File: config.mk
export PLATFORM = sky130hd
export DESIGN_NAME = command_line_tokenizer
export DESIGN_NICKNAME = d
export VERILOG_FILES = /design/src/hw/rtl/cmdtok_pkg.sv /design/src/hw/rtl/command_line_tokenizer.sv /design/src/hw/rtl/cmdtok_front.sv /design/src/hw/rtl/cmdtok_queue.sv /design/src/hw/rtl/cmdtok_back.sv
export SDC_FILE = /design/constraint.sdc
export NUM_CORES = 1
export LEC_CHECK = 0
export BUFFER_PORTS_ARGS = -buffer_cell sky130_fd_sc_hd__buf_2
export CAP_MARGIN = 15
export CELL_PAD_IN_SITES_DETAIL_PLACEMENT = 1
export CELL_PAD_IN_SITES_GLOBAL_PLACEMENT = 2
export CORE_ASPECT_RATIO = 0.7
export CORE_MARGIN = 2
export CORE_UTILIZATION = 35
export CTS_CLUSTER_SIZE = 8
export DETAILED_ROUTE_END_ITERATION = 8
export HOLD_SLACK_MARGIN = 0.02
export PLACE_DENSITY = 0.63
export SLEW_MARGIN = 20
export SYNTH_ARGS = -nofsm -noshare
export SYNTH_HDL_FRONTEND = slang
export SYNTH_SLANG_ARGS = --single-unit
File: constraint.sdc
create_clock -name clk_i -period 6.6 [get_ports clk_i]
set_clock_uncertainty 0.2 [all_clocks]
set_input_delay 0.99 -clock clk_i [delete_from_list [all_inputs] [get_ports clk_i]]
set_output_delay 0.99 -clock clk_i [all_outputs]
set_load 0.02 [all_outputs]
File: src/hw/rtl/cmdtok_pkg.sv
`timescale 1ns / 1ps

package cmdtok_pkg;

  // Argument count saturation point and the largest value the count field holds
  localparam int MAX_ARGS    = 64;
  localparam int ARG_LIMIT   = 127;
  // Bundles held between the classifier and the result serializer
  localparam int QUEUE_DEPTH = 4;
  // Most results one input item can cause
  localparam int MAX_RESULTS = 4;

  // Result kinds
  typedef enum logic [1:0] {
    KIND_BYTE    = 2'd0,
    KIND_TERM    = 2'd1,
    KIND_SUMMARY = 2'd2
  } kind_e;

  // Parse mode bits
  localparam logic [4:0] MODE_NONE    = 5'd0;
  localparam logic [4:0] MODE_INARG   = 5'd2;
  localparam logic [4:0] MODE_SQ      = 5'd4;
  localparam logic [4:0] MODE_DQ      = 5'd8;
  localparam logic [4:0] MODE_SPECIAL = 5'd16;

  // Flag bit positions
  localparam int FLAG_PIPE  = 0;
  localparam int FLAG_JOB   = 1;
  localparam int FLAG_BQ    = 2;
  localparam int FLAG_PAREN = 3;
  localparam int FLAG_WILD  = 4;
  localparam int FLAG_USQ   = 5;
  localparam int FLAG_UDQ   = 6;
  localparam int FLAG_OVF   = 7;

  // Characters with a meaning of their own
  localparam logic [7:0] CH_SPACE  = 8'h20;
  localparam logic [7:0] CH_TAB    = 8'h09;
  localparam logic [7:0] CH_CR     = 8'h0D;
  localparam logic [7:0] CH_LF     = 8'h0A;
  localparam logic [7:0] CH_BSLASH = 8'h5C;
  localparam logic [7:0] CH_SQUOTE = 8'h27;
  localparam logic [7:0] CH_DQUOTE = 8'h22;
  localparam logic [7:0] CH_PIPE   = 8'h7C;
  localparam logic [7:0] CH_BQUOTE = 8'h60;
  localparam logic [7:0] CH_LPAREN = 8'h28;
  localparam logic [7:0] CH_STAR   = 8'h2A;
  localparam logic [7:0] CH_QMARK  = 8'h3F;
  localparam logic [7:0] CH_AMP    = 8'h26;
  localparam logic [7:0] CH_SEMI   = 8'h3B;

  typedef struct packed {
    logic [7:0] in_byte;
    logic       byte_valid;
    logic       is_last;
  } tok_in_t;

  typedef struct packed {
    kind_e      kind;
    logic [7:0] out_byte;
    logic       starts_arg;
    logic [6:0] arg_count;
    logic [7:0] flag_bits;
    logic       done_res;
  } tok_out_t;

  // All results of one input item, slot 0 first
  typedef struct packed {
    tok_out_t [MAX_RESULTS-1:0] slot;
    logic [1:0]                 last_idx;
  } tok_bundle_t;

  // Handshake between the queue and the serializer
  typedef struct packed {
    logic        empty;
    tok_bundle_t head;
  } tok_qhead_t;

endpackage

File: src/hw/rtl/command_line_tokenizer.sv
`timescale 1ns / 1ps

// Shell-style command line tokenizer. Feed the string one byte per transfer on
// the input channel, with is_last on the final transfer (an end marker with
// byte_valid low closes an empty string). The block returns argument bytes,
// argument terminators and one end summary per string, each as a separate
// output transfer, in string order. A byte is accepted every cycle while the
// bundle queue has room (in_stall_o is the queue-full flag); each accepted item
// yields zero to four results, and results leave at one per cycle while
// out_stall_i is low, so the sustained input rate is one item per cycle when
// items average one result or less, and otherwise is set by the single output
// port. With the queue empty, the first result of an item goes through the queue
// and then the output register: the classifier writes the queue on the transfer
// and the output register loads from the queue head. The queue holds QueueDepth
// items' worth of results to ride out output stalls and bursts.
module command_line_tokenizer import cmdtok_pkg::*; #(
  parameter int MaxArgs    = MAX_ARGS,
  parameter int QueueDepth = QUEUE_DEPTH
) (
  input  logic     clk_i,
  input  logic     rst_ni,
  input  logic     in_valid_i,
  output logic     in_stall_o,
  input  tok_in_t  in_data_i,
  output logic     out_valid_o,
  input  logic     out_stall_i,
  output tok_out_t out_data_o
);

  localparam logic [6:0] ArgCap = (MaxArgs > ARG_LIMIT) ? 7'(ARG_LIMIT) : 7'(MaxArgs);

  logic        accept;
  logic        push;
  logic        full;
  logic        pop;
  tok_bundle_t bundle;
  tok_qhead_t  qhead;

  // Take a transfer whenever the queue can hold its results
  assign in_stall_o = full;
  assign accept     = in_valid_i && !full;

  // Front: parse state and classification of each byte into its results
  cmdtok_front #(
    .MaxArgs (MaxArgs)
  ) u_front (
    .clk_i     (clk_i),
    .rst_ni    (rst_ni),
    .accept_i  (accept),
    .in_data_i (in_data_i),
    .push_o    (push),
    .bundle_o  (bundle)
  );

  // Queue: decouple classification from result delivery
  cmdtok_queue #(
    .Depth (QueueDepth)
  ) u_queue (
    .clk_i  (clk_i),
    .rst_ni (rst_ni),
    .push_i (push),
    .data_i (bundle),
    .full_o (full),
    .pop_i  (pop),
    .head_o (qhead)
  );

  // Back: hand out the queued results one transfer at a time
  cmdtok_back u_back (
    .clk_i       (clk_i),
    .rst_ni      (rst_ni),
    .qhead_i     (qhead),
    .pop_o       (pop),
    .out_valid_o (out_valid_o),
    .out_stall_i (out_stall_i),
    .out_data_o  (out_data_o)
  );

`ifndef SYNTHESIS
  // Summary and done marker always travel together
  a_done_is_summary: assert property (@(posedge clk_i) disable iff (!rst_ni)
    out_valid_o |-> (out_data_o.done_res == (out_data_o.kind == KIND_SUMMARY)))
    else $error("done_res and summary kind disagree");

  // A summary never marks an argument start
  a_summary_no_start: assert property (@(posedge clk_i) disable iff (!rst_ni)
    (out_valid_o && out_data_o.done_res) |-> !out_data_o.starts_arg)
    else $error("summary carries starts_arg");

  // Count saturates at the cap
  a_count_capped: assert property (@(posedge clk_i) disable iff (!rst_ni)
    out_valid_o |-> (out_data_o.arg_count <= ArgCap))
    else $error("argument count above cap");

  // A closing item always leaves results queued
  a_last_pushes: assert property (@(posedge clk_i) disable iff (!rst_ni)
    (accept && in_data_i.is_last) |=> !qhead.empty)
    else $error("end of string produced no results");
`endif

endmodule

File: src/hw/rtl/cmdtok_front.sv
`timescale 1ns / 1ps

module cmdtok_front import cmdtok_pkg::*; #(
  parameter int MaxArgs = MAX_ARGS
) (
  input  logic        clk_i,
  input  logic        rst_ni,
  input  logic        accept_i,
  input  tok_in_t     in_data_i,
  output logic        push_o,
  output tok_bundle_t bundle_o
);

  localparam logic [6:0] ArgCap = (MaxArgs > ARG_LIMIT) ? 7'(ARG_LIMIT) : 7'(MaxArgs);

  logic [4:0] mode_q, mode_d;
  logic       esc_q, esc_d;
  logic [7:0] prev_q, prev_d;
  logic       seen_q, seen_d;
  logic [6:0] total_q, total_d;
  logic [7:0] flags_q, flags_d;
  logic       start_q, start_d;

  logic       in_quote;
  logic       copy_v;
  logic [4:0] mine_v, other_v;
  logic [2:0] n_v;
  logic [7:0] sum_flags;
  tok_out_t [MAX_RESULTS-1:0] slots_v;

  function automatic tok_out_t make_res(kind_e k, logic [7:0] b, logic s,
                                        logic [6:0] cnt, logic [7:0] f, logic d);
    tok_out_t r;
    r.kind       = k;
    r.out_byte   = b;
    r.starts_arg = s;
    r.arg_count  = cnt;
    r.flag_bits  = f;
    r.done_res   = d;
    return r;
  endfunction

  assign in_quote = ((mode_q & (MODE_SQ | MODE_DQ)) != 5'd0);

  always_comb begin
    mode_d    = mode_q;
    esc_d     = esc_q;
    prev_d    = prev_q;
    seen_d    = seen_q;
    total_d   = total_q;
    flags_d   = flags_q;
    start_d   = start_q;
    slots_v   = '0;
    n_v       = 3'd0;
    copy_v    = 1'b0;
    mine_v    = MODE_SQ;
    other_v   = MODE_DQ;
    sum_flags = 8'd0;

    if (accept_i && in_data_i.byte_valid) begin
      if (esc_d) begin
        esc_d  = 1'b0;
        copy_v = 1'b1;
      end else begin
        case (in_data_i.in_byte)
          CH_SPACE, CH_TAB, CH_CR, CH_LF: begin
            if (mode_d == MODE_INARG) begin
              mode_d = MODE_NONE;
              slots_v[n_v[1:0]] = make_res(KIND_TERM, 8'd0, start_d, total_d, flags_d, 1'b0);
              n_v     = n_v + 3'd1;
              start_d = 1'b0;
            end else if (in_quote) begin
              copy_v = 1'b1;
            end
          end
          CH_BSLASH: begin
            esc_d = 1'b1;
          end
          CH_SQUOTE, CH_DQUOTE: begin
            if (in_data_i.in_byte == CH_DQUOTE) begin
              mine_v  = MODE_DQ;
              other_v = MODE_SQ;
            end
            if ((mode_d & other_v) != 5'd0) begin
              copy_v = 1'b1;
            end else if ((mode_d & mine_v) != 5'd0) begin
              mode_d = mode_d & ~mine_v;
            end else if (mode_d == MODE_NONE || mode_d == MODE_INARG) begin
              // Opening quote on a fresh argument starts it now
              if (mode_d == MODE_NONE) begin
                if (total_d < ArgCap) total_d = total_d + 7'd1;
                else flags_d[FLAG_OVF] = 1'b1;
                start_d = 1'b1;
              end
              mode_d = mine_v | MODE_INARG;
            end else begin
              copy_v = 1'b1;
            end
          end
          CH_PIPE: begin
            if (!in_quote) flags_d[FLAG_PIPE] = 1'b1;
            copy_v = 1'b1;
          end
          CH_BQUOTE: begin
            if (!in_quote) flags_d[FLAG_BQ] = 1'b1;
            copy_v = 1'b1;
          end
          CH_LPAREN: begin
            if (!in_quote) flags_d[FLAG_PAREN] = 1'b1;
            copy_v = 1'b1;
          end
          CH_STAR, CH_QMARK: begin
            if (!in_quote) flags_d[FLAG_WILD] = 1'b1;
            copy_v = 1'b1;
          end
          CH_AMP, CH_SEMI: begin
            if (!in_quote) begin
              mode_d = MODE_SPECIAL;
              flags_d[FLAG_JOB] = 1'b1;
              // Split off a new argument unless this is the first byte or repeats the byte before
              if (seen_q && prev_q != in_data_i.in_byte) begin
                slots_v[n_v[1:0]] = make_res(KIND_TERM, 8'd0, start_d, total_d, flags_d, 1'b0);
                n_v     = n_v + 3'd1;
                if (total_d < ArgCap) total_d = total_d + 7'd1;
                else flags_d[FLAG_OVF] = 1'b1;
                start_d = 1'b1;
              end
            end
            copy_v = 1'b1;
          end
          default: begin
            copy_v = 1'b1;
          end
        endcase
      end

      if (copy_v) begin
        if (mode_d == MODE_NONE) begin
          mode_d = MODE_INARG;
          if (total_d < ArgCap) total_d = total_d + 7'd1;
          else flags_d[FLAG_OVF] = 1'b1;
          start_d = 1'b1;
        end
        slots_v[n_v[1:0]] = make_res(KIND_BYTE, in_data_i.in_byte, start_d, total_d,
                                     flags_d, 1'b0);
        n_v     = n_v + 3'd1;
        start_d = 1'b0;
      end
      prev_d = in_data_i.in_byte;
      seen_d = 1'b1;
    end

    if (accept_i && in_data_i.is_last) begin
      // Dangling backslash stands for a zero byte
      if (esc_d) begin
        esc_d = 1'b0;
        if (mode_d == MODE_NONE) begin
          mode_d = MODE_INARG;
          if (total_d < ArgCap) total_d = total_d + 7'd1;
          else flags_d[FLAG_OVF] = 1'b1;
          start_d = 1'b1;
        end
        slots_v[n_v[1:0]] = make_res(KIND_BYTE, 8'd0, start_d, total_d, flags_d, 1'b0);
        n_v     = n_v + 3'd1;
        start_d = 1'b0;
      end
      slots_v[n_v[1:0]] = make_res(KIND_TERM, 8'd0, start_d, total_d, flags_d, 1'b0);
      n_v = n_v + 3'd1;
      sum_flags = flags_d;
      sum_flags[FLAG_USQ] = ((mode_d & MODE_SQ) != 5'd0);
      sum_flags[FLAG_UDQ] = ((mode_d & MODE_DQ) != 5'd0);
      slots_v[n_v[1:0]] = make_res(KIND_SUMMARY, 8'd0, 1'b0, total_d, sum_flags, 1'b1);
      n_v = n_v + 3'd1;
      // Start the next string from a clean state
      mode_d  = MODE_NONE;
      esc_d   = 1'b0;
      prev_d  = 8'd0;
      seen_d  = 1'b0;
      total_d = 7'd0;
      flags_d = 8'd0;
      start_d = 1'b0;
    end
  end

  assign push_o            = (n_v != 3'd0);
  assign bundle_o.slot     = slots_v;
  assign bundle_o.last_idx = 2'(n_v - 3'd1);

  always_ff @(posedge clk_i or negedge rst_ni) begin
    if (!rst_ni) begin
      mode_q  <= MODE_NONE;
      esc_q   <= 1'b0;
      prev_q  <= 8'd0;
      seen_q  <= 1'b0;
      total_q <= 7'd0;
      flags_q <= 8'd0;
      start_q <= 1'b0;
    end else begin
      mode_q  <= mode_d;
      esc_q   <= esc_d;
      prev_q  <= prev_d;
      seen_q  <= seen_d;
      total_q <= total_d;
      flags_q <= flags_d;
      start_q <= start_d;
    end
  end

endmodule

File: src/hw/rtl/cmdtok_queue.sv
`timescale 1ns / 1ps

module cmdtok_queue import cmdtok_pkg::*; #(
  parameter int Depth = QUEUE_DEPTH
) (
  input  logic        clk_i,
  input  logic        rst_ni,
  input  logic        push_i,
  input  tok_bundle_t data_i,
  output logic        full_o,
  input  logic        pop_i,
  output tok_qhead_t  head_o
);

  localparam int AddrW = (Depth > 1) ? $clog2(Depth) : 1;
  localparam int CntW  = $clog2(Depth + 1);

  tok_bundle_t mem_q [Depth];
  logic [AddrW-1:0] wr_ptr_q, wr_ptr_d;
  logic [AddrW-1:0] rd_ptr_q, rd_ptr_d;
  logic [CntW-1:0]  cnt_q, cnt_d;
  logic             do_push, do_pop;

  assign full_o      = (cnt_q == CntW'(Depth));
  assign head_o.empty = (cnt_q == '0);
  assign head_o.head  = mem_q[rd_ptr_q];

  assign do_push = push_i && !full_o;
  assign do_pop  = pop_i && !head_o.empty;

  always_comb begin
    wr_ptr_d = wr_ptr_q;
    rd_ptr_d = rd_ptr_q;
    cnt_d    = cnt_q;
    if (do_push) begin
      wr_ptr_d = (wr_ptr_q == AddrW'(Depth - 1)) ? '0 : wr_ptr_q + AddrW'(1);
    end
    if (do_pop) begin
      rd_ptr_d = (rd_ptr_q == AddrW'(Depth - 1)) ? '0 : rd_ptr_q + AddrW'(1);
    end
    if (do_push && !do_pop) cnt_d = cnt_q + CntW'(1);
    else if (do_pop && !do_push) cnt_d = cnt_q - CntW'(1);
  end

  always_ff @(posedge clk_i) begin
    if (do_push) mem_q[wr_ptr_q] <= data_i;
  end

  always_ff @(posedge clk_i or negedge rst_ni) begin
    if (!rst_ni) begin
      wr_ptr_q <= '0;
      rd_ptr_q <= '0;
      cnt_q    <= '0;
    end else begin
      wr_ptr_q <= wr_ptr_d;
      rd_ptr_q <= rd_ptr_d;
      cnt_q    <= cnt_d;
    end
  end

endmodule

File: src/hw/rtl/cmdtok_back.sv
`timescale 1ns / 1ps

module cmdtok_back import cmdtok_pkg::*; (
  input  logic       clk_i,
  input  logic       rst_ni,
  input  tok_qhead_t qhead_i,
  output logic       pop_o,
  output logic       out_valid_o,
  input  logic       out_stall_i,
  output tok_out_t   out_data_o
);

  logic [1:0] idx_q, idx_d;
  logic       out_valid_q, out_valid_d;
  tok_out_t   out_data_q;
  logic       load;

  // Output slot takes a new result when empty or being drained this cycle
  assign load = !qhead_i.empty && (!out_valid_q || !out_stall_i);

  always_comb begin
    idx_d       = idx_q;
    out_valid_d = out_valid_q;
    pop_o       = 1'b0;
    if (out_valid_q && !out_stall_i) out_valid_d = 1'b0;
    if (load) begin
      out_valid_d = 1'b1;
      if (idx_q == qhead_i.head.last_idx) begin
        pop_o = 1'b1;
        idx_d = 2'd0;
      end else begin
        idx_d = idx_q + 2'd1;
      end
    end
  end

  always_ff @(posedge clk_i) begin
    if (load) out_data_q <= qhead_i.head.slot[idx_q];
  end

  always_ff @(posedge clk_i or negedge rst_ni) begin
    if (!rst_ni) begin
      idx_q       <= 2'd0;
      out_valid_q <= 1'b0;
    end else begin
      idx_q       <= idx_d;
      out_valid_q <= out_valid_d;
    end
  end

  assign out_valid_o = out_valid_q;
  assign out_data_o  = out_data_q;

endmodule
After elaboration in Yosys (flattened, before gate mapping):

Memories as Yosys holds them, arrays and structs flattened.
Index checks and enable logic that the tools add are counted.

* $add $sub $neg: 13
* $lt $le $gt $ge: 12
* eq/ne operators: 20
* multiplexer cells: 164
* bitwise operators: 4
* reductions and logical operators: 37

Operators with widths (count)
* 2-to-1 mux 108 bit: 5
* bitwise mux 108 bit: 4
* demux 27 bit (select 2 bit): 4
* 2-to-1 mux 27 bit: 8
* 2-to-1 mux 7 bit: 22
* 2-to-1 mux 5 bit: 20
* 2-to-1 mux 1 bit: 70
* equality test 8 x 6 -> 1 bit, second input constant: 8
* binary-select mux 27 bit (select 2 bit): 1
* one-hot mux 27 bit (2 select lines): 1
* 2-to-1 mux 26 bit: 2
* 2-to-1 mux 3 bit: 10
* equality test 8 x 4 -> 1 bit, second input constant: 3
* equality test 8 x 7 -> 1 bit, second input constant: 3
* 2-to-1 mux 8 bit: 3
* adder 7 x 1 -> 7 bit, second input constant: 3
* less-than comparator 7 bit, second input constant: 3
* 2-to-1 mux 4 bit: 5
* adder 3 x 1 -> 3 bit, second input constant: 5
* bitwise AND 5 bit: 3
* zero test 5 bit: 3
* less-than comparator 2 x 3 -> 1 bit, second input constant: 5
* one-hot mux 5 bit (3 select lines): 1
* nonzero test 5 bit: 3
* other kinds (23): 55

* bits in registers: 66
* RAM bits: 440
* input bits: 14
* output and inout port bits: 29
* memories kept: 1

Memory list
* u_queue.mem_q: depth 4, bits a word 110, read ports 1, clocked after memory_dff 0, wr ports 1, RTL line cmdtok_queue.sv:18 `tok_bundle_t mem_q [Depth];`

Logic depth before layout (Yosys ltp):

Gate-level depths: netlist of run 1.

* depth after elaboration: 30
* mapped depth: 23

Modules after synthesis:

A second synthesis of run 1 with hierarchy kept.

* cells, all modules: 1305
* area, all modules: 22176.3 µm²

Modules (own cells, without submodules)
* cmdtok_queue: times used 1, cells each 612, area an instance 16351.9 µm², sequential area each 13387.8 µm²
* cmdtok_front: times used 1, cells each 616, area an instance 4180.3 µm², sequential area each 725.7 µm²
* cmdtok_back: times used 1, cells each 76, area an instance 1630.3 µm², sequential area each 885.8 µm²
* command_line_tokenizer: times used 1, cells each 1, area an instance 13.8 µm², sequential area each 0.0 µm²

Worst setup path after synthesis of run 1:

Ideal clock, no wire load.

* kind: input to register
* from: in in_data_i[4] (netlist name)
* to: mem u_queue.mem_q[0][0] (netlist name), enable pin
* library setup time: 457 ps
* data arrival time: 6524 ps
* path slack: -581 ps
* cell stages on the path: 17
* buffers on the path: 2
* path through: buf_2 -> or3_4 -> o31ai_1 -> a31oi_1 -> a211oi_4 -> inv_2 -> buf_6 -> ha_1 -> nand2_1 -> ha_1 -> nand2_1 -> nand2_1 -> nor2_1 -> a21oi_1 -> ha_1 -> a21oi_1 -> and2_1

* word-level cells in the longest chain between the ends: 24
* elaborated cells on any way between the ends: 52
* those cells by class: add/sub (4); eq/ne (10); mux (28); bitwise (2); reduce/logical (8)

Ends and longest elaborated chain
* from (decl): RTL line command_line_tokenizer.sv:24 `input tok_in_t in_data_i,`
* equality test 8 x 6 -> 1 bit: RTL line cmdtok_front.sv:65, cmdtok_front.sv:80
* 2-to-1 mux 4 bit: RTL line cmdtok_front.sv:80 `if (in_data_i.in_byte == CH_DQUOTE) begin`
* 2-to-1 mux 5 bit: RTL line cmdtok_front.sv:65 `case (in_data_i.in_byte)`
* 2-to-1 mux 5 bit: RTL line cmdtok_front.sv:61 `if (esc_d) begin`
* 2-to-1 mux 5 bit: RTL line cmdtok_front.sv:60 `if (accept_i && in_data_i.byte_valid) begin`
* bitwise AND 5 bit: RTL line cmdtok_front.sv:86 `end else if ((mode_d & mine_v) != 5'd0) begin`
* nonzero test 5 bit: RTL line cmdtok_front.sv:86
* 2-to-1 mux 1 bit: RTL line cmdtok_front.sv:86
* [... 9 more ...]
* adder 3 x 1 -> 3 bit: RTL line cmdtok_front.sv:168 `n_v = n_v + 3'd1;`
* adder 3 x 1 -> 3 bit: RTL line cmdtok_front.sv:173 `n_v = n_v + 3'd1;`
* 2-to-1 mux 3 bit (*): RTL line cmdtok_front.sv:153 `if (accept_i && in_data_i.is_last) begin`
* nonzero test 3 bit (*): RTL line cmdtok_front.sv:185 `assign push_o = (n_v != 3'd0);`
* logical AND 1 bit (*): RTL line cmdtok_queue.sv:28 `assign do_push = push_i && !full_o;`
* net u_queue.do_push: RTL line cmdtok_queue.sv:22 `logic do_push, do_pop;`
* 2-to-1 mux 1 bit (*): RTL line cmdtok_queue.sv:46 `if (do_push) mem_q[wr_ptr_q] <= data_i;`
* 2-to-1 mux 1 bit (not written as such) (*): RTL line cmdtok_queue.sv:46
* to (decl): RTL line cmdtok_queue.sv:18

The timed path passes the listed nets; every way through them passes the cells marked *. The select of a mux whose other input is x is not followed.

Final worst setup path of run 1:

* from: in in_data_i[4] (netlist name)
* to: reg u_queue.cnt_q[2]

* word-level cells in the longest chain between the ends: 25
* elaborated cells on any way between the ends: 55
* those cells by class: add/sub (4); eq/ne (10); mux (27); bitwise (2); reduce/logical (12)

Ends and longest elaborated chain
* equality test 8 x 6 -> 1 bit: RTL line cmdtok_front.sv:65, cmdtok_front.sv:80
* 2-to-1 mux 4 bit: RTL line cmdtok_front.sv:80
* 2-to-1 mux 5 bit: RTL line cmdtok_front.sv:65
* 2-to-1 mux 5 bit: RTL line cmdtok_front.sv:61
* 2-to-1 mux 5 bit: RTL line cmdtok_front.sv:60
* bitwise AND 5 bit: RTL line cmdtok_front.sv:86
* nonzero test 5 bit: RTL line cmdtok_front.sv:86
* 2-to-1 mux 1 bit: RTL line cmdtok_front.sv:86
* [... 10 more ...]
* adder 3 x 1 -> 3 bit: RTL line cmdtok_front.sv:173
* 2-to-1 mux 3 bit (*): RTL line cmdtok_front.sv:153
* nonzero test 3 bit (*): RTL line cmdtok_front.sv:185
* logical AND 1 bit (*): RTL line cmdtok_queue.sv:28
* net u_queue.do_push: RTL line cmdtok_queue.sv:22
* zero test 1 bit: RTL line cmdtok_queue.sv:42 `else if (do_pop && !do_push) cnt_d = cnt_q - CntW'(1);`
* logical AND 1 bit: RTL line cmdtok_queue.sv:42
* nonzero test 2 bit (no line)
* to (signal assigned): RTL line cmdtok_queue.sv:57 `cnt_q <= cnt_d;`
* to (decl): RTL line cmdtok_queue.sv:21 `logic [CntW-1:0] cnt_q, cnt_d;`

Marks and branches as above.
A chain may end at the register's enable or synchronous reset.

==> qor.txt, run 1 <==
IO Port Bufs -> 42
CTS tree -> yes
Worst-Skew Late Latency -> 0.62 ns
clk sinks -> 421
Clk pwr share -> 0.312
drt initial violations -> 762
Worst-Margin Slew -> 0.922 ns
Die H -> 198 um
Seq pwr share -> 0.418
Initial Util -> 0.353
Vias per Instance -> 5.29
antenna fix cells -> 0
P per Cell Area -> 411 mW/mm^2
Yosys top cell area share -> 0.608
Critical Path End Type -> flip-flop
fin nets -> 1286
Primary FF master, synth -> edfxtp_1
Post-Synthesis Cells -> 1170
Longest Clk Path Bufs -> 3
Synth warnings -> 0
Area growth syn-to-layout -> 15.8%
GRT Total Usage -> 0.188
Top Ports -> 43
remaining routing DRC violations -> 0
Post-synth EDFFs -> 382
vias -> 10800
distinct cell type count after synthesis -> 94
WP data required -> 6.93 ns
Wirelength per Cell -> 25.0 um
Final Setup Violations -> 0
most common cell in the netlist -> edfxtp_1
Die Footprint -> 0.0559 sq mm
Hold Crit Class -> input port to asynchronous set/reset pin
drt pass-1 iters -> 5
switch share -> 0.303
Detail Placement HPWL -> 32800 um
vias in the first global route -> 11400
CTS H-Tree Depth -> 2
FFs w/ async S/R, synth -> 0.0926
Congestion Overflow GR -> 0
Fin Setup TNS -> 0 ns
Post-DRT Antenna Nets -> 0
Psw -> 2.73 mW
combinational share of power -> 0.270
sequential area share after synthesis -> 0.659
die extent in x -> 282 um
Slew Limit Fails -> 0
Leak -> 7.36 nW
GPL Wtd Cong -> 0.824
status -> finished, final reports clean
first-pass GRT wire length -> 77300 um
CTS Hold Buffers Added -> 0
top cells by count, synth -> 382 x edfxtp_1, 107 x mux4_2, 93 x nor2_1
highest clock rate -> 181 MHz
CTS clock-pin slew for the worst setup and hold paths -> 0.06 ns
CP Max Fanout -> 16
max-cap violations -> 0
routed wire length -> 50900 um
clock root buffer master -> clkbuf_16
fin crit share -> 0.836
setup bufs post-CTS -> 0
PostCTS Resize Cnt -> 0
Yosys reg bits -> 421
crit path kind -> input port to flip-flop
Slew HR -> 0.383
hold slack -> 0.277 ns
Mapped Avg Cell Area -> 16.1 sq um
synth top area cells -> edfxtp_1 61%, mux4_2 13%, dfrtp_1 5.2%
Hold Violations, Final -> 0
largest area contributor in the netlist -> edfxtp_1
post-route minimum period -> 5.52 ns
fraction of layout cells with a size suffix above 1 -> 0.237
internal power -> 6.27 mW
RSZ-0062 raised after global routing -> no
Rows -> 71
largest net degree at the start of global routing -> 90
Core Footprint -> 0.0535 sq mm
CTS Buf Count -> 58
Worst VDD drop -> 276 uV
Mapped Area -> 0.0189 sq mm
CP Launch Type -> input port
critical path data arrival time -> 5.85 ns
antenna violations before repair -> 1
[path summary, 6_finish.rpt]
kind / startpoint / end / slack (ns) / cells past startpoint
setup / recovery: in_data_i[4] / u_queue.cnt_q[2] / 1.08 / 23
hold / removal: rst_ni / u_front.total_q[3] / 0.28 / 2
setup reg to reg: u_front.esc_q / u_queue.cnt_q[2] / 1.32 / 21
hold reg to reg: u_queue.cnt_q[2] / u_queue.cnt_q[2] / 0.30 / 1
max in group asynchronous: rst_ni / u_queue.rd_ptr_q[1] / 5.40 / 2
min in group clk_i: u_queue.cnt_q[2] / u_queue.cnt_q[2] / 0.30 / 1
[worst max-delay path, cell delays in order]
cell and delay (ns):
buf_2 0.21, or3_4 0.45, nor3b_2 0.27, o21ai_0 0.16, a2111o_1 0.43, a21oi_1 0.28, ha_1 0.23, nand3_1 0.12
inv_1 0.13, nand2b_1 0.25, a21boi_2 0.25, buf_4 0.17, nand2_1 0.10, nand2_1 0.08, a31o_2 0.26, a21oi_1 0.15
buf_4 0.18, ha_1 0.19, inv_1 0.07, fa_1 0.43, xor2_1 0.17, nor2_1 0.11, xor2_1 0.15
[placed cells by master (no fill, tap or decap), types with 23 or more instances in the layout]
master	n
nor2_1	93
edfxtp_1	382
inv_1	23
clkbuf_1	48
o21ai_0	27
dfrtp_1	36
clkbuf_16	59
a21oi_1	48
mux4_2	107
buf_4	30
nand2_1	76
buf_2	42
[routing by layer]
metal | vias up | global-route usage | wire length [um]
met1 | 5645 | 0.281 | 24900
li1 | 4813 | - | -
met5 | - | 0 | 0
met4 | 0 | 0.0477 | 1060
met2 | 240 | 0.283 | 22500
met3 | 66 | 0.0345 | 2410
[through the flow]
stage,instance area (sq um),total power [mW],util,cells,worst slack (ns)
2_1_floorplan,18900,5.46,-,1177,0.383
3_3_place_gp,20200,6.27,0.377,1926,0.628
6_report,21900,9.00,0.409,2036,1.08
3_5_place_dp,20200,6.30,0.377,1926,0.503
5_1_grt,21900,9.45,0.409,2036,0.796
4_1_cts,21900,9.15,0.409,2036,1.17
[power groups by stage]
stage                     clock (mW)  sequential [mW]  combinational, mW
final                           2.81             3.76               2.43
after global routing            2.99             3.82               2.64
after CTS                       2.88             3.77               2.49
after detailed placement           0             3.82               2.49
after global placement             0             3.80               2.47
after floorplan                    0             3.78               1.68
[sequential cells by signal (all words and copies together) (netlist names)]
register            flops
u_queue.mem_q         356
u_back.out_data_o      26
u_front.esc_q           1
u_back.out_valid_o      1
u_queue.wr_ptr_q        2
u_queue.rd_ptr_q        2
u_front.seen_q          1
u_front.prev_q          8
u_front.start_q         1
u_queue.cnt_q           3
u_front.total_q         7
u_back.idx_q            2
u_front.mode_q          5
u_front.flags_q         6
[logic make-up after synthesis]
| logic type | after synthesis | share of synthesized area |
|---|---|---|
| buffers and inverters | 85 | 0.0202 |
| DFF | 421 | 0.659 |
| xor gates and xnor gates | 38 | 0.0184 |
| AOI/OAI and AO/OA | 188 | 0.0704 |
| adders and majority gates | 16 | 0.0110 |
| and+or+nand+nor | 301 | 0.0858 |
| other | 1 | 0.000199 |
| muxes | 120 | 0.135 |
[final cells by class]
type,count,area (sq um)
Sequential cell,421,12500
Tap cell,730,913
Fill cell,5385,31600
Clock inverter,3,53.8
Clock buffer,107,1660
Timing Repair Buffer,80,596
Inverter,24,90.1
Multi-Input combinational cell,671,6100
No activity file was read; power rests on OpenSTA's default activity.
==> run 2, diff against run 1 <==
--- a/config.mk
+++ b/config.mk
@@ -15,7 +15,7 @@
 export CTS_CLUSTER_SIZE = 8
 export DETAILED_ROUTE_END_ITERATION = 8
 export HOLD_SLACK_MARGIN = 0.02
-export PLACE_DENSITY = 0.63
+export PLACE_DENSITY = 0.61
 export SLEW_MARGIN = 20
 export SYNTH_ARGS = -nofsm -noshare
 export SYNTH_HDL_FRONTEND = slang
==> constraint.sdc (replaced) <==
create_clock -name clk_i -period 5.1 [get_ports clk_i]
set_clock_uncertainty 0.2 [all_clocks]
set_input_delay 0.765 -clock clk_i [delete_from_list [all_inputs] [get_ports clk_i]]
set_output_delay 0.765 -clock clk_i [all_outputs]
set_load 0.02 [all_outputs]
==> qor.txt, run 2 (synthesis gave the netlist of run 1 again) <==
fin nets -> 1373 (was 1286)
Critical Path End Type -> flip-flop (unchanged)
Hold Violations, Final -> 0 (unchanged)
P per Cell Area -> 516 mW/mm^2 (was 411 mW/mm^2)
hold slack -> 0.230 ns (was 0.277 ns)
Clk pwr share -> 0.299 (was 0.312)
post-route minimum period -> 4.49 ns
Final Setup Violations -> 0 (unchanged)
commonest non-fill, non-tap cell in the layout -> edfxtp_1 (unchanged)
max-cap violations -> 0 (unchanged)
antenna violations before repair -> 1 (unchanged)
Slew HR -> 0.274 (was 0.383)
Rows -> 71 (unchanged)
critical path data arrival time -> 4.69 ns (was 5.85 ns)
Slew Limit Fails -> 0 (unchanged)
critical path cell sequence -> buf_2 > or3_4 > nor3b_2 > o21ai_0 > a2111o_1 > a21oi_2 > ha_4 > nand3_1 > ha_4 > a21boi_2 > buf_4 > xnor2_1 > nand2_1 > nand2_1 > nand2_1 > nor2_1 > buf_4 > and2_1 (was buf_2 > or3_4 > nor3b_2 > o21ai_0 > a2111o_1 > a21oi_1 > ha_1 > nand3_1 > inv_1 > nand2b_1 > a21boi_2 > buf_4 > nand2_1 > nand2_1 > a31o_2 > a21oi_1 > buf_4 > ha_1 > inv_1 > fa_1 > xor2_1 > nor2_1 > xor2_1)
Place WS -> 0.0758 ns (was 0.503 ns)
Worst path depth -> 18 (was 23)
Vias per Instance -> 5.30 (was 5.29)
largest net degree at the start of global routing -> 66 (was 90)
first-pass GRT wire length -> 79700 um (was 77300 um)
Die H -> 198 um (unchanged)
R2R Path Start -> u_front.mode_q[2] (was u_front.esc_q)
drt initial violations -> 733 (was 762)
vias -> 11100 (was 10800)
antenna fix cells -> 0 (unchanged)
die extent in x -> 282 um (unchanged)
clk sinks -> 421 (unchanged)
Buf/Inv on CP -> 3 (was 5)
R2R depth -> 14 (was 21)
Reg-to-Reg End -> u_queue.mem_q[3][43] (was u_queue.cnt_q[2])
Hold Crit Class -> input port to flip-flop (was input port to asynchronous set/reset pin)
biggest regs -> u_queue.mem_q (356), u_back.out_data_o (26), u_front.prev_q (8) (unchanged)
crit path kind -> input port to flip-flop (unchanged)
Post-DRT Antenna Nets -> 0 (unchanged)
CTS tree -> yes (unchanged)
Psw -> 3.49 mW (was 2.73 mW)
remaining routing DRC violations -> 0 (unchanged)
Worst-Skew Late Latency -> 0.60 ns (was 0.62 ns)
Detail Placement HPWL -> 35400 um (was 32800 um)
Wirelength per Cell -> 24.9 um (was 25.0 um)
IO Port Bufs -> 42 (unchanged)
setup bufs post-CTS -> 0 (unchanged)
Final WS setup -> 0.614 ns (was 1.08 ns)
Initial Util -> 0.353 (unchanged)
combinational share of power -> 0.285 (was 0.270)
clock root buffer master -> clkbuf_16 (unchanged)
number of flip-flops in the largest register -> 356 (unchanged)
RSZ-0062 raised after global routing -> no (unchanged)
GRT Total Usage -> 0.193 (was 0.188)
CP Launch Type -> input port (unchanged)
highest clock rate -> 223 MHz
Area growth syn-to-layout -> 19.5% (was 15.8%)
max incr delay on CP -> 0.43 ns (was 0.45 ns)
internal power -> 8.15 mW (was 6.27 mW)
Core Footprint -> 0.0535 sq mm (unchanged)
FF/Latch Area -> 0.0125 sq mm (about the same)
Worst-Margin Slew -> 1.09 ns (was 0.922 ns)
Seq pwr share -> 0.417 (was 0.418)
WP data required -> 5.30 ns (was 6.93 ns)
CP Max Fanout -> 9 (was 16)
Layout fillers -> 5328 (was 5385)
CP top delay family -> simple AND/OR/NAND/NOR gates (was compound AO/OA/AOI/OAI gates)
leading cell types in the layout, fill and taps excluded -> 382 x edfxtp_1, 109 x buf_4, 107 x mux4_2, 92 x nor2_1, 73 x nand2_1 (was 382 x edfxtp_1, 107 x mux4_2, 93 x nor2_1, 76 x nand2_1, 59 x clkbuf_16)
Longest Clk Path Bufs -> 3 (unchanged)
drt pass-1 iters -> 4 (was 5)
worst setup path start -> in_data_i[5] (was in_data_i[4])
Non-Filler Instances -> 2097 (was 2036)
Top Ports -> 43 (unchanged)
fin crit share -> 0.880
Largest Register -> u_queue.mem_q (unchanged)
Leak -> 7.79 nW (was 7.36 nW)
fraction of layout cells with a size suffix above 1 -> 0.298 (was 0.237)
Congestion Overflow GR -> 0 (unchanged)
Worst VDD drop -> 334 uV (was 276 uV)
Die Footprint -> 0.0559 sq mm (unchanged)
Critical Path End -> u_queue.mem_q[1][22] (was u_queue.cnt_q[2])
routed wire length -> 52200 um (was 50900 um)
GPL Wtd Cong -> 0.849 (was 0.824)
DP Cell Count -> 2012 (was 1926)
flop-to-flop setup slack -> 0.74 ns (was 1.32 ns)
Fin Setup TNS -> 0 ns (unchanged)
CTS H-Tree Depth -> 2 (unchanged)
area of the multi-input gates -> 0.00616 sq mm (was 0.00610 sq mm)
CTS clock-pin slew for the worst setup and hold paths -> 0.05 ns (was 0.06 ns)
vias in the first global route -> 12000 (was 11400)
cell mode on critical path -> nand2_1
switch share -> 0.300 (was 0.303)
CTS Buf Count -> 58 (unchanged)
status -> finished, final reports clean (unchanged)
CP max stage cell -> a2111o_1 (was or3_4)
## run 2: worst min path at each step
| stage | startpoint | endpoint | cells after the start |
|---|---|---|---|
| after floorplan | u_queue.cnt_q[2] | u_queue.cnt_q[2] | 1 |
| after global placement | u_queue.cnt_q[2] | u_queue.cnt_q[2] | 1 |
| after detailed placement | u_queue.cnt_q[2] | u_queue.cnt_q[2] | 1 |
| after CTS | out_stall_i | u_back.out_valid_o | 3 |
| after global routing | out_stall_i | u_back.out_valid_o | 3 |
| final | out_stall_i | u_back.out_valid_o | 3 |
## run 2: area by class of cell
cell class / count / share of cell area
Tap cell: 730 / 0.0405
Timing Repair Buffer: 167 / 0.0593
Clock buffer: 81 / 0.0691
Multi-Input combinational cell: 671 / 0.273
Inverter: 24 / 0.00399
Sequential cell: 421 / 0.552
Clock inverter: 3 / 0.00222
## run 2: power by group through the flow
stage	registers (mW)	logic [mW]	clock network [mW]
after floorplan	4.88	2.20	0
after global placement	4.90	3.37	0
after detailed placement	4.92	3.40	0
after CTS	4.86	3.42	3.58
after global routing	4.93	3.59	3.71
final	4.85	3.32	3.48
## run 2: metal layers
layer  GRT usage  vias up  wire length (um)
met5           0        -                 0
met4      0.0362        0               749
met3      0.0398       57              2370
met2       0.299      215             23600
met1       0.284     5888             25500
li1            -     4959                 -
## run 2: tightest hold or removal path, stage by stage
cell,delay [ns]
buf_2,0.11
nand2_1,0.05
nand2_1,0.05
## run 2: what timing repair did
action                    4_1_cts  5_1_grt
hold endpoints to repair       14        0
gates resized for setup         0        0
hold buffers                    1        0
## run 2: metrics by stage
step | area [sq um] | util | power (mW)
floorplan | 19000 | - | 7.07
global placement | 21000 | 0.392 | 8.27
detailed placement | 21000 | 0.392 | 8.32
CTS | 22600 | 0.422 | 11.9
global route | 22600 | 0.422 | 12.2
finish | 22600 | 0.422 | 11.6
